--- src/rtl/mtgl_pkg.sv ---
`timescale 1ns / 1ps

package mtgl_pkg;

    // Widths of the input and output words.
    localparam int COL_W   = 6;
    localparam int PAGE_W  = 4;
    localparam int TILE_W  = 64;
    localparam int BYTE_W  = 8;

    // Each tile becomes three command bytes followed by 32 data bytes.
    localparam int NUM_CMD   = 3;
    localparam int NUM_BYTES = 35;
    localparam int IDX_W     = 6;

    localparam logic [IDX_W-1:0] IDX_PAGE   = IDX_W'(0);
    localparam logic [IDX_W-1:0] IDX_COL_HI = IDX_W'(1);
    localparam logic [IDX_W-1:0] IDX_COL_LO = IDX_W'(2);
    localparam logic [IDX_W-1:0] IDX_FIRST_DATA = IDX_W'(NUM_CMD);
    localparam logic [IDX_W-1:0] IDX_LAST   = IDX_W'(NUM_BYTES - 1);

    // Controller command opcodes and gray nibble patterns.
    localparam logic [BYTE_W-1:0] CMD_SET_PAGE   = 8'hB0;
    localparam logic [BYTE_W-1:0] CMD_SET_COL_HI = 8'h10;
    localparam logic [BYTE_W-1:0] GRAY_HI_ON     = 8'hF0;
    localparam logic [BYTE_W-1:0] GRAY_LO_ON     = 8'h0F;

endpackage

--- src/rtl/mtgl_tile_if.sv ---
`timescale 1ns / 1ps

interface mtgl_tile_if;
    import mtgl_pkg::*;

    logic              valid;
    logic              ready;
    logic [COL_W-1:0]  tile_column;
    logic [PAGE_W-1:0] page;
    logic [TILE_W-1:0] tile_bits;

    modport source (output valid, output tile_column, output page, output tile_bits,
                    input ready);
    modport sink   (input valid, input tile_column, input page, input tile_bits,
                    output ready);
endinterface

--- src/rtl/mtgl_byte_if.sv ---
`timescale 1ns / 1ps

interface mtgl_byte_if;
    import mtgl_pkg::*;

    logic              valid;
    logic              ready;
    logic [BYTE_W-1:0] out_byte;
    logic              is_data;
    logic              last;

    modport source (output valid, output out_byte, output is_data, output last,
                    input ready);
    modport sink   (input valid, input out_byte, input is_data, input last,
                    output ready);
endinterface

--- src/rtl/mono_tile_to_gray_lcd_stream.sv ---
`timescale 1ns / 1ps

// Monochrome 8x8 tile to 16-level grayscale LCD byte stream.
//
// Channels: i_tile takes one word per tile (tile column, page and the eight
// column bytes of the tile). o_lcd sends one byte word per cycle while not
// stalled: three command bytes that set page and column, then 32 pixel data
// bytes, with is_data low on commands and last high on the final data byte.
//
// Once a tile word is accepted into the tile register, its first command byte
// moves to the output register, which drives o_lcd, when that register is free.
// The tile register takes the next tile in the same cycle that the last byte of
// the current one moves to the output register, so back-to-back tiles stream
// without a gap.
//
// Reset clears the busy flag and the output valid; a tile in progress is
// dropped. When the receiver stalls, the output register holds its byte, the
// byte counter stops, and i_tile.ready stays low until the last byte of the
// current tile is on its way.
module mono_tile_to_gray_lcd_stream
    import mtgl_pkg::*;
(
    input  logic        i_clk,
    input  logic        i_rst_n,
    mtgl_tile_if.sink   i_tile,
    mtgl_byte_if.source o_lcd
);

    // Tile holding register and byte counter.
    logic              r_busy;
    logic [IDX_W-1:0]  r_idx;
    logic [COL_W-1:0]  r_col;
    logic [PAGE_W-1:0] r_page;
    logic [TILE_W-1:0] r_bits;

    // Output register.
    logic              r_out_valid;
    logic [BYTE_W-1:0] r_out_byte;
    logic              r_out_is_data;
    logic              r_out_last;

    logic              advance;
    logic              tile_done;
    logic              tile_take;
    logic [BYTE_W-1:0] n_byte;
    logic [BYTE_W-1:0] col_addr;
    logic [IDX_W-1:0]  data_idx;
    logic [2:0]        row;
    logic [1:0]        pair;
    logic [5:0]        hi_pos;
    logic [5:0]        lo_pos;

    // While a tile is held, a byte moves to the output register whenever that
    // register is free or being emptied this cycle.
    assign advance   = r_busy && (!r_out_valid || o_lcd.ready);
    assign tile_done = advance && (r_idx == IDX_LAST);
    assign tile_take = i_tile.valid && i_tile.ready;

    assign i_tile.ready = !r_busy || tile_done;

    // Data byte 4*row+pair takes its high nibble from tile byte 2*pair and its
    // low nibble from tile byte 2*pair+1, both at bit position row.
    assign col_addr = {r_col, 2'b00};
    assign data_idx = r_idx - IDX_FIRST_DATA;
    assign row      = data_idx[4:2];
    assign pair     = data_idx[1:0];
    assign hi_pos   = {pair, 1'b0, row};
    assign lo_pos   = {pair, 1'b1, row};

    always_comb begin
        case (r_idx)
            IDX_PAGE: begin
                n_byte = CMD_SET_PAGE | {4'h0, r_page};
            end
            IDX_COL_HI: begin
                n_byte = CMD_SET_COL_HI | {4'h0, col_addr[7:4]};
            end
            IDX_COL_LO: begin
                n_byte = {4'h0, col_addr[3:0]};
            end
            default: begin
                n_byte = (r_bits[hi_pos] ? GRAY_HI_ON : '0)
                       | (r_bits[lo_pos] ? GRAY_LO_ON : '0);
            end
        endcase
    end

    // Control state: busy flag and byte counter.
    always_ff @(posedge i_clk) begin
        if (!i_rst_n) begin
            r_busy <= 1'b0;
            r_idx  <= '0;
        end else if (tile_take) begin
            r_busy <= 1'b1;
            r_idx  <= '0;
        end else if (tile_done) begin
            r_busy <= 1'b0;
        end else if (advance) begin
            r_idx <= r_idx + IDX_W'(1);
        end
    end

    // Tile payload.
    always_ff @(posedge i_clk) begin
        if (tile_take) begin
            r_col  <= i_tile.tile_column;
            r_page <= i_tile.page;
            r_bits <= i_tile.tile_bits;
        end
    end

    // Output register valid.
    always_ff @(posedge i_clk) begin
        if (!i_rst_n) begin
            r_out_valid <= 1'b0;
        end else if (advance) begin
            r_out_valid <= 1'b1;
        end else if (o_lcd.ready) begin
            r_out_valid <= 1'b0;
        end
    end

    // Output register payload.
    always_ff @(posedge i_clk) begin
        if (advance) begin
            r_out_byte    <= n_byte;
            r_out_is_data <= (r_idx >= IDX_FIRST_DATA);
            r_out_last    <= (r_idx == IDX_LAST);
        end
    end

    assign o_lcd.valid    = r_out_valid;
    assign o_lcd.out_byte = r_out_byte;
    assign o_lcd.is_data  = r_out_is_data;
    assign o_lcd.last     = r_out_last;

    // The counter never runs past the final byte of a tile.
    a_idx_range: assert property (@(posedge i_clk) disable iff (!i_rst_n)
        r_busy |-> (r_idx <= IDX_LAST))
        else $error("byte counter out of range");

    // A new tile is taken while busy only as the final byte leaves.
    a_take_at_end: assert property (@(posedge i_clk) disable iff (!i_rst_n)
        (tile_take && r_busy) |-> (r_idx == IDX_LAST && advance))
        else $error("tile accepted in the middle of a tile");

    // The last word of a tile is always a data byte.
    a_last_is_data: assert property (@(posedge i_clk) disable iff (!i_rst_n)
        (o_lcd.valid && o_lcd.last) |-> o_lcd.is_data)
        else $error("last flag on a command byte");

    // Each tile opens with a page command right after it is taken.
    a_page_first: assert property (@(posedge i_clk) disable iff (!i_rst_n)
        tile_take |=> (r_busy && r_idx == IDX_PAGE))
        else $error("tile does not start at the page command");

endmodule
--- src/flat_wrapper.sv ---
// flat-port wrapper written by rule: the top's interface ports become plain ports
module mono_tile_to_gray_lcd_stream_flat import mtgl_pkg::*;
  (i_clk, i_rst_n, i_tile_valid, i_tile_tile_column, i_tile_page, i_tile_tile_bits, i_tile_ready, o_lcd_valid, o_lcd_out_byte, o_lcd_is_data, o_lcd_last, o_lcd_ready);
  mtgl_tile_if i_tile_i ();
  mtgl_byte_if o_lcd_i ();
  input  logic i_clk;
  input  logic i_rst_n;
  input wire logic [$bits(i_tile_i.valid)-1:0] i_tile_valid;
  input wire logic [$bits(i_tile_i.tile_column)-1:0] i_tile_tile_column;
  input wire logic [$bits(i_tile_i.page)-1:0] i_tile_page;
  input wire logic [$bits(i_tile_i.tile_bits)-1:0] i_tile_tile_bits;
  output wire logic [$bits(i_tile_i.ready)-1:0] i_tile_ready;
  output wire logic [$bits(o_lcd_i.valid)-1:0] o_lcd_valid;
  output wire logic [$bits(o_lcd_i.out_byte)-1:0] o_lcd_out_byte;
  output wire logic [$bits(o_lcd_i.is_data)-1:0] o_lcd_is_data;
  output wire logic [$bits(o_lcd_i.last)-1:0] o_lcd_last;
  input wire logic [$bits(o_lcd_i.ready)-1:0] o_lcd_ready;
  assign i_tile_i.valid = i_tile_valid;
  assign i_tile_i.tile_column = i_tile_tile_column;
  assign i_tile_i.page = i_tile_page;
  assign i_tile_i.tile_bits = i_tile_tile_bits;
  assign i_tile_ready = i_tile_i.ready;
  assign o_lcd_valid = o_lcd_i.valid;
  assign o_lcd_out_byte = o_lcd_i.out_byte;
  assign o_lcd_is_data = o_lcd_i.is_data;
  assign o_lcd_last = o_lcd_i.last;
  assign o_lcd_i.ready = o_lcd_ready;
  mono_tile_to_gray_lcd_stream u_core (.i_clk(i_clk), .i_rst_n(i_rst_n), .i_tile(i_tile_i), .o_lcd(o_lcd_i));
endmodule
--- config.mk ---
export PLATFORM = sky130hd
export DESIGN_NAME = mono_tile_to_gray_lcd_stream_flat
export DESIGN_NICKNAME = d
export VERILOG_FILES = /design/src/rtl/mtgl_pkg.sv /design/src/rtl/mtgl_tile_if.sv /design/src/rtl/mtgl_byte_if.sv /design/src/rtl/mono_tile_to_gray_lcd_stream.sv /design/src/flat_wrapper.sv
export SDC_FILE = /design/constraint.sdc
export NUM_CORES = 1
export LEC_CHECK = 0
export ABC_AREA = 1
export ABC_CLOCK_PERIOD_IN_PS = 6600
export BUFFER_PORTS_ARGS = -buffer_cell sky130_fd_sc_hd__buf_2
export CAP_MARGIN = 40
export CORE_ASPECT_RATIO = 1.5
export CORE_MARGIN = 4
export CORE_UTILIZATION = 55
export CTS_BUF_LIST = sky130_fd_sc_hd__clkbuf_2 sky130_fd_sc_hd__clkbuf_4 sky130_fd_sc_hd__clkbuf_8
export CTS_CLUSTER_DIAMETER = 100
export CTS_CLUSTER_SIZE = 8
export DETAILED_ROUTE_END_ITERATION = 12
export GPL_TIMING_DRIVEN = 0
export MAX_ROUTING_LAYER = met4
export PLACE_DENSITY_LB_ADDON = 0.2
export SLEW_MARGIN = 20
export SYNTH_ARGS = -nofsm -noshare
export SYNTH_HDL_FRONTEND = slang
export SYNTH_SLANG_ARGS = --single-unit
export TNS_END_PERCENT = 20
--- constraint.sdc ---
create_clock -name i_clk -period 6.6 [get_ports i_clk]
set_clock_uncertainty 0.15 [all_clocks]
set_input_delay 1.32 -clock i_clk [delete_from_list [all_inputs] [get_ports i_clk]]
set_output_delay 1.32 -clock i_clk [all_outputs]
set_load 0.01 [all_outputs]
==> results.cfg <==
[outcome]
status = complete, no violations

[detailed_routing]
wl_um = 7100
drc = 0
vias = 2674
drt-initial-drc-count = 196
routed_via_density = 5.18
firstDrtPassIters = 4
wl_per_cell_um = 13.8
ant_nets = 0

[sta]
finalWorstSetupSlack_ns = 2.99
slew_headroom = 0.518
min_period_over_period = 0.547
worstMarginPinSlew_ns = 0.715
hold_viol = 0
setup-violations-final = 0
rsz0062_at_grt = no
slew_viol_final = 0
fmax_ghz = 0.277
whs_ns = 0.336
final.min_clock_period_ns = 3.61
finalSetupTns_ns = 0

[power_and_ir_drop]
pwr-share-seq = 0.607
power_switching_mw = 0.233
p_clk_frac = 0.320
worst_ir_drop_vdd_uv = 229
p_comb_frac = 0.074
total_power_mw = 1.11
p_int_mw = 0.878
powerDensity_nw_per_um2 = 242
p_leak_nw = 1.95
switching_share = 0.209

[placed_design]
port_buffers = 89
dp_cells = 500
post-place-ws_ns = 2.99
routabilityCongestion = 0.864
postPlaceCellArea_um2 = 4390
dpl.hpwl_um = 5330

[logic_synthesis]
synth-xor-area-share = 0.00461
synthTopCellsByArea = edfxtp_1 (66%), nand2_1 (9.2%), nand3_1 (8.8%), dfxtp_1 (4.2%), inv_1 (2.7%)
syn-cell-area_um2 = 3800
synthAdderAreaFrac = 0.0132
synth.ff_latch_count = 91
synth-compound-area-share = 0.0224
syn_inst = 332
synth_cell_types = 21
synthSimpleGateAreaFrac = 0.215
ys_warn_count = 0
synth_largest_area_cell = edfxtp_1
synthesis.nets = 414
synth_top_family_by_area = simple AND/OR/NAND/NOR gates
synthMuxAreaShare = 0
synth_top_area_frac = 0.656
syn-mean-instance-area_um2 = 11.4
ys_seq_area_frac = 0.698

[finish]
area_delta_synth_final_pct = 20.6
nets = 517
final_core_util = 0.692
layout-drive-gt1-share = 0.282
instances_no_fill = 516
final_cell_mix = nand2_1 (93), buf_2 (90), edfxtp_1 (83), nand3_1 (67), inv_1 (27)
fin_area_um2 = 4580
diodes = 0
layout_commonest_cell = nand2_1

[die]
die_y_um = 110
io_pins = 90
die_w_um = 75.9
design.die.area_um2 = 8330
core_area_um2 = 6620
rows = 36
start_util = 0.574

[clock_network]
clk_pin_slew_ns = 0.08
cts-root-buf = clkbuf_8
cts.sinks = 91
cts_resized = 0
post-cts-setup-buffer-count = 0
clk_path_buf_depth = 2
cts_inserted_buffers = 9
htreeDepth = 3
cts_tree = built
clk_latency_ns = 0.35
cts-hold-fix-buffers = 0

[global_routing]
antenna_found_initial = 0
grt_max_degree = 32
overflow = 0
grt_pass1_wl_um = 11500
grt_use_total = 0.193
grt_pass1_vias = 2636

[worst_hold_path]
hp-class = flop to flop

[setup_path]
crit_type = input pin to output pin
crit_required_ns = 5.13
end_kind = output pin
arrival_ns = 2.14
start_kind = input pin
critical_path_peak_fanout = 3

[flow_run]
max_cap_violations = 0
[layer usage]
layer	wire (um)	GRT usage
met1	2600	0.208
met2	3920	0.325
met3	408	0.0476
met4	172	0.0925
met5	0	-
[cell families (layout without fill, tap and decap cells)]
kind of cell    Yosys count  in the layout
flops                    91             91
simple gates            185            185
compound gates           14             14
buf+inv                  36            144
fa+ha+maj                 4              4
xor+xnor                  2              2
[path summary, 6_finish.rpt]
path         slack, ns                                  to  depth (start not counted)                             from
max reg2reg       4.08  u_core.o_lcd.out_byte[4]$_DFFE_PP_                         14     u_core.r_idx[0]$_SDFFE_PP0P_
min reg2reg       0.34     u_core.o_lcd.valid$_SDFFE_PN0P_                          2  u_core.o_lcd.valid$_SDFFE_PN0P_
max               2.99                        i_tile_ready                          6                      o_lcd_ready
min               0.34     u_core.o_lcd.valid$_SDFFE_PN0P_                          2  u_core.o_lcd.valid$_SDFFE_PN0P_
[registers in the layout, summed over array words and instances (netlist names)]
name / flops
u_core.o_lcd.is_data: 1
u_core.o_lcd.last: 1
u_core.o_lcd.out_byte: 7
u_core.o_lcd.valid: 1
u_core.r_bits: 64
u_core.r_busy: 1
u_core.r_col: 6
u_core.r_idx: 6
u_core.r_page: 4
[power groups by stage]
stage | Sequential [mW] | Combinational, mW | Clock [mW]
finish | 0.674 | 0.0817 | 0.355
global route | 0.677 | 0.0930 | 0.389
CTS | 0.674 | 0.0826 | 0.363
detailed placement | 0.687 | 0.0824 | 0
global placement | 0.690 | 0.0748 | 0
floorplan | 0.690 | 0.0387 | 0
[Yosys cell counts]
| master | instances |
|---|---|
| nand2_1 | 93 |
| edfxtp_1 | 83 |
| nand3_1 | 67 |
| inv_1 | 27 |
| nor2_1 | 12 |
| a21oi_1 | 9 |
| dfxtp_1 | 8 |
| nand2_2 | 7 |
| a22o_1 | 4 |
| buf_6 | 4 |
| ha_1 | 4 |
| buf_4 | 3 |
| nand3b_1 | 2 |
| nor3_1 | 2 |
| buf_2 | 1 |
| inv_2 | 1 |
| nand2_4 | 1 |
| nand4_1 | 1 |
| o21ai_0 | 1 |
| xnor2_1 | 1 |
| xor2_1 | 1 |
[critical path, cell delays in order]
cell,delay [ns]
buf_2,0.10
inv_1,0.06
a21oi_1,0.09
a21oi_1,0.33
inv_1,0.09
buf_2,0.15
[area by class of cell]
type / instances / area [um^2]
plain buffers: 8 / 72.6
clock buffers: 10 / 131
clock inverters: 6 / 56.3
fillers: 505 / 2040
inverters: 28 / 105
multi-input cells: 205 / 976
flip-flops and latches: 91 / 2650
well taps: 76 / 95.1
repair buffers: 92 / 493
Note: power is estimated with default switching activity, not from simulation.
